--- src/rtl/dsfa_ram.sv ---
// Generic single-write, single-read synchronous RAM with registered read data.
`default_nettype none
module dsfa_ram #(
    parameter int WIDTH = 8,
    parameter int DEPTH = 16
) (
    input  wire logic                     clk,
    input  wire logic                     we,
    input  wire logic [$clog2(DEPTH)-1:0] waddr,
    input  wire logic [WIDTH-1:0]         wdata,
    input  wire logic                     re,
    input  wire logic [$clog2(DEPTH)-1:0] raddr,
    output      logic [WIDTH-1:0]         rdata
);

    logic [WIDTH-1:0] mem [DEPTH];

    always_ff @(posedge clk)
    begin
        if (we)
        begin
            mem[waddr] <= wdata;
        end
    end

    always_ff @(posedge clk)
    begin
        if (re)
        begin
            rdata <= mem[raddr];
        end
    end

endmodule
`default_nettype wire

--- config.mk ---
export PLATFORM = sky130hd
export DESIGN_NAME = dsfa_ram
export DESIGN_NICKNAME = d
export VERILOG_FILES = /design/src/rtl/dsfa_ram.sv
export SDC_FILE = /design/constraint.sdc
export NUM_CORES = 1
export LEC_CHECK = 0
export BUFFER_PORTS_ARGS = -buffer_cell sky130_fd_sc_hd__buf_2
export CORE_UTILIZATION = 30
export DETAILED_ROUTE_END_ITERATION = 8
export GPL_TIMING_DRIVEN = 0
export HOLD_SLACK_MARGIN = 0.06
export SLEW_MARGIN = 5
export SYNTH_ARGS = -nofsm -noshare
export SYNTH_HDL_FRONTEND = slang
export SYNTH_SLANG_ARGS = --single-unit
--- constraint.sdc ---
create_clock -name clk -period 1.6 [get_ports clk]
set_clock_uncertainty 0.1 [all_clocks]
set_input_delay 0 -clock clk [delete_from_list [all_inputs] [get_ports clk]]
set_output_delay 0 -clock clk [all_outputs]
set_load 0.05 [all_outputs]
==> results of run 1 <==
==> logic make-up (layout without fill, tap and decap cells) <==
logic type	Yosys count	count (layout)	synth area share (%)
and+or+nand+nor	35	35	3.136
AOI/OAI and AO/OA	16	16	2.298
muxes	32	32	14.79
DFF	136	136	78.12
buffers and inverters	10	78	1.651
==> synthesized netlist by cell type <==
cell type	count
edfxtp_1	136
mux4_2	18
a22oi_1	16
mux4_1	14
nor2_1	13
nand2_1	9
nor3_1	4
buf_2	3
buf_6	3
clkdlybuf4s25_2	3
nand2b_1	2
nand3b_1	2
and2_1	1
and2b_1	1
buf_4	1
nand3_1	1
nor2b_1	1
or3b_2	1
==> registers in the layout, indices dropped and copies added, names as in the netlist <==
name,cells
rdata,8
mem,128
==> layout make-up <==
type	instances	area (um2)	area share [%]
flip-flops and latches	136	4084	64.34
multi-input cells	83	1074	16.91
clock buffers	18	429.2	6.761
well taps	220	275.3	4.337
repair buffers	36	235.2	3.706
clock inverters	14	163.9	2.582
plain buffers	10	86.33	1.360
==> worst max-delay path, stage by stage (launching register included) <==
cell	delay [ps]
edfxtp_1	380
mux4_2	490
a22oi_2	220
nand2_1	120
==> metal layers <==
metal / share of wire, % / wire (um) / vias up
li1: - / - / 1086
met1: 47 / 4755 / 1251
met2: 46 / 4669 / 64
met3: 5.1 / 517 / 17
met4: 1.6 / 159 / 0
met5: 0 / 0 / -
==> timing repair <==
action	in CTS	in global routing
hold endpoints to repair	152	8
pin swaps	1	0
hold buffers	9	2
setup endpoints to repair	12	6
resized for setup	5	7
buffers inserted	0	0
==> cell usage in the layout, fill, tap and decap left out, types with 6 or more instances in the layout <==
cell             n
nor2_1          13
a22oi_2          6
nand2_1          9
buf_2           28
inv_6            6
edfxtp_1       136
clkbuf_16       17
mux4_2          23
dlygate4sd3_1   11
a22oi_1         10
mux4_1           9
==> report_power, final <==
group | switching, mW | internal [mW]
logic | 0.292 | 0.179
clock network | 1.54 | 2.33
registers | 0.0167 | 4.01
total | 1.85 | 6.53
==> stage by stage <==
stage	TNS [ps]	power (mW)	setup slack [ps]	hold slack (ps)
floorplan	0	4.368	7.126	-1.131
global route	-27.47	8.632	-24.57	76.97
global placement	-14570	4.535	-585.5	232.0
CTS	-0.3106	8.452	-0.3106	-30.08
detailed placement	-16660	4.549	-619.7	238.8
finish	0	8.376	20.11	48.61
==> final timing paths <==
check / slack [ps] / endpoint / from
setup / recovery: 20 / rdata[7]$_DFFE_PP_ / mem[2][7]$_DFFE_PP_
hold / removal: 50 / mem[4][6]$_DFFE_PP_ / waddr[0]
setup reg to reg: 20 / rdata[7]$_DFFE_PP_ / mem[2][7]$_DFFE_PP_
hold reg to reg: 670 / rdata[3]$_DFFE_PP_ / mem[11][3]$_DFFE_PP_
==> impl_metrics.yaml, run 1 <==
synth:
  netlist.area_leader.share_pct: 78.12
  syn-mean-instance-area_um2: 22.83
  synth-seq-cells: 136
  synthCells: 229
  synth.distinct_cells: 18
  ys_seq_area_share_pct: 78.12
  yosys_warnings: 0
  syn_nets: 248
  syn_area_mm2: 0.005228
  yosysTopAreaCell: "edfxtp_1"
  yosys-top-cells-area: "edfxtp_1 78%, mux4_2 7.8%, mux4_1 7.0%"
global_routing:
  grt_pass1_wl_mm: 15.15
  top_usage_layer: "met2"
  use_met1_pct: 16.42
  use_met3_pct: 3.741
  grt_antenna_before_repair: 0
  grt_pass1_vias: 2505
  grt_usage_pct: 12.30
  overflow: 0
  grt_util_met2_pct: 18.48
  grt_max_degree: 17
layout:
  layout-drive-gt1-share_pct: 32.66
  fill_cells: 1554
  antenna_cells: 0
  post-route-util_pct: 37.74
  fin_cells: 517
  design_area_mm2: 0.006347
  layout-area-overhead-vs-synth_pct: 21.42
  fin_nets: 303
floorplanning:
  ioPinCount: 27
  die_area_mm2: 0.01796
  dieWidth_um: 134.0
  num_rows: 47
  core_area_mm2: 0.01682
  fp.dieH_um: 134.0
  start_util_pct: 31.08
routing:
  drt_drc_violations_left: 0
  drt_iter0_drc: 204
  dr_total_vias: 2418
  drt_wl_total_mm: 10.10
  antenna_left: 0
  routedWlPerCell_um: 19.54
  drt_pass1_iterations: 4
  vias_per_cell: 4.677
placement:
  place_congestion: 0.7032
  dpl.hpwl_mm: 6.399
  port_buffers: 25
  dp_cells: 474
  postPlaceCellArea_mm2: 0.005628
timing:
  tightest_slew_ps: 1246
  drv_slew: 0
  hold_viol: 0
  slew_headroom_pct: 16.26
  rsz0062_at_grt: "true"
  min_period_over_period_pct: 98.74
  period_needed_ps: 1580
  max_freq_mhz: 633.0
  setup_viol: 0
clocking:
  clock_latency_ps: 420
  root_buffer: "clkbuf_16"
  numCtsBuffers: 17
  cts_sinks: 136
  cts_buffer_depth: 2
  clk_pin_slew_worst_paths_ps: 60
  cts_tree: "yes"
  cts_max_level: 4
setup_path:
  worstSetupPathType: "register to register"
  endpoint_kind: "register"
  crit_required_ps: 1650
  path_max_fanout: 1
  arrival_ps: 1630
  startpoint_type: "register"
  worstRegToRegCells: 3
hold_path:
  holdPathStages: 2
  worstHoldPathType: "input pin to register"
power:
  power_density_mw_per_mm2: 1320
  peakVddDrop_mv: 0.8874
  leakagePower_nw: 2.063
run_status:
  status: "finished, final reports clean"
flow_run:
  timing.max_cap.violations: 0
(Power assumes the default switching activity.)
==> run 2, diff against run 1 <==
--- a/config.mk
+++ b/config.mk
@@ -10,6 +10,7 @@
 export DETAILED_ROUTE_END_ITERATION = 8
 export GPL_TIMING_DRIVEN = 0
 export HOLD_SLACK_MARGIN = 0.06
+export PLACE_DENSITY = 0.52
 export SLEW_MARGIN = 5
 export SYNTH_ARGS = -nofsm -noshare
 export SYNTH_HDL_FRONTEND = slang
==> run 2 against run 1 <==
Effect of this change:
- sequential power is essentially flat
- via count decreased by 0.66%
- register-to-register slack barely moved
- critical endpoint unchanged
- critical path depth unchanged
- highest routed layer unchanged
- largest cell class unchanged
- die area unchanged
==> impl_metrics.yaml, run 2 (synthesized netlist as in run 1, its figures left out) <==
global_routing:
  grt_pass1_wl_mm: 15.68
  grt_usage_pct: 12.92
  grt_max_degree: 17
  top_usage_layer: "met2"
  grt_pass1_vias: 2447
  overflow: 0
  use_met3_pct: 4.157
  grt_antenna_before_repair: 0
  grt_util_met2_pct: 18.42
  use_met1_pct: 18.06
timing:
  setup_viol: 0
  max_freq_mhz: 628.0
  setup_ws_ps: 7.593
  tightest_slew_ps: 1145
  drv_slew: 0
  fin_setup_tns_ps: 0
  slew_headroom_pct: 23.10
  period_needed_ps: 1592
  min_period_over_period_pct: 99.53
  rsz0062_at_grt: "true"
  hold_viol: 0
  whs_ps: 30.47
power:
  peakVddDrop_mv: 0.7890
  power_density_mw_per_mm2: 1299
  leakagePower_nw: 2.076
setup_path:
  crit_family: "multiplexers"
  worstSetupPathType: "register to register"
  endpoint_kind: "register"
  crit_required_ps: 1650
  path_max_fanout: 1
  crit_path_cell_trace: "mux4_2, a22oi_2, nand2_1"
  slowest_delay_ps: 510
  crit_buf_inv: 0
  worst_path_max_delay_cell: "mux4_2"
  arrival_ps: 1650
  startpoint_type: "register"
floorplanning:
  num_rows: 47
  start_util_pct: 31.08
  die_area_mm2: 0.01796
  ioPinCount: 27
  fp.dieH_um: 134.0
  dieWidth_um: 134.0
  core_area_mm2: 0.01682
hold_path:
  worstHoldPathType: "input pin to register"
routing:
  drt_wl_total_mm: 10.52
  routedWlPerCell_um: 20.26
  vias_per_cell: 4.628
  antenna_left: 0
  dr_total_vias: 2402
  drt_pass1_iterations: 4
  drt_iter0_drc: 217
  drt_drc_violations_left: 0
clocking:
  cts_max_level: 4
  cts_tree: "yes"
  cts_sinks: 136
  numCtsBuffers: 17
  cts_buffer_depth: 2
  clock_latency_ps: 420
  post_cts_buffers: 0
  root_buffer: "clkbuf_16"
  clk_pin_slew_worst_paths_ps: 60
layout:
  layout_common_cells: "136 x edfxtp_1, 28 x buf_2, 22 x mux4_2"
  largest_reg_flops: 128
  fin_nets: 305
  final_common_cell: "edfxtp_1"
  layout-area-overhead-vs-synth_pct: 21.90
  reg_top3: "mem x128, rdata x8"
  regMostFlops: "mem"
  layout-drive-gt1-share_pct: 32.78
  fin_cells: 519
  antenna_cells: 0
placement:
  place_ws_ps: -542.9
  dp_cells: 474
  dpl.hpwl_mm: 6.551
  port_buffers: 25
  place_congestion: 0.6367
run_status:
  status: "finished, final reports clean"
flow_run:
  timing.max_cap.violations: 0
run 2: cell types whose count changed in the layout (fill, tap and decap cells not counted), sizes merged:
cell	delta
clkinv	+6
clkinvlp	-1
dlygate4sd3	+2
inv	-5
run 2: worst paths after layout:
kind | from | to | slack, ps | depth (start not counted)
worst min register to register | mem[11][3]$_DFFE_PP_ | rdata[3]$_DFFE_PP_ | 660 | 3
worst min-delay path | waddr[0] | mem[4][3]$_DFFE_PP_ | 30 | 2
worst max register to register | mem[4][7]$_DFFE_PP_ | rdata[7]$_DFFE_PP_ | 8 | 3
worst max-delay path | mem[4][7]$_DFFE_PP_ | rdata[7]$_DFFE_PP_ | 8 | 3
run 2: what timing repair did:
item,4_1_cts,5_1_grt
hold buffers,11,2
hold endpoints to repair,144,16
resized for setup,7,5
setup endpoints to repair,14,7
pin swaps,1,1
run 2: layout make-up:
type                            count  area (um2)
Fill cell                        1573       10450
Sequential cell                   136        4084
Multi-Input combinational cell     83        1092
Clock buffer                       18       429.2
Tap cell                          220       275.3
Timing Repair Buffer               38       255.2
Clock inverter                     14       150.1
Buffer                             10       86.33
run 2: worst reg2reg max path: cells and delay by family, from the launching register on:
family          cells  cell delay [ps]
mux                 1              510
simple gates        1              130
compound gates      1              220
flops               1              370
run 2: report_power, final:
group          total, mW  internal, mW  switching [mW]
clock               3.77          2.30            1.47
combinational      0.481         0.183           0.298
sequential          4.03          4.02          0.0163
total               8.28          6.49            1.79
run 2: through the flow:
step,util [%],cell area (um2),power [mW]
after floorplan,-,5228,4.368
after global placement,33.46,5628,4.541
after detailed placement,33.46,5628,4.552
after CTS,37.77,6352,8.360
after global routing,37.89,6372,8.551
final,37.89,6372,8.280
run 2: per-layer routing:
layer  vias to the layer above  part of all wire (%)
li1                       1099                     -
met1                      1226                    47
met2                        63                    46
met3                        14                   5.3
met4                         0                   1.5
met5                         -                     0
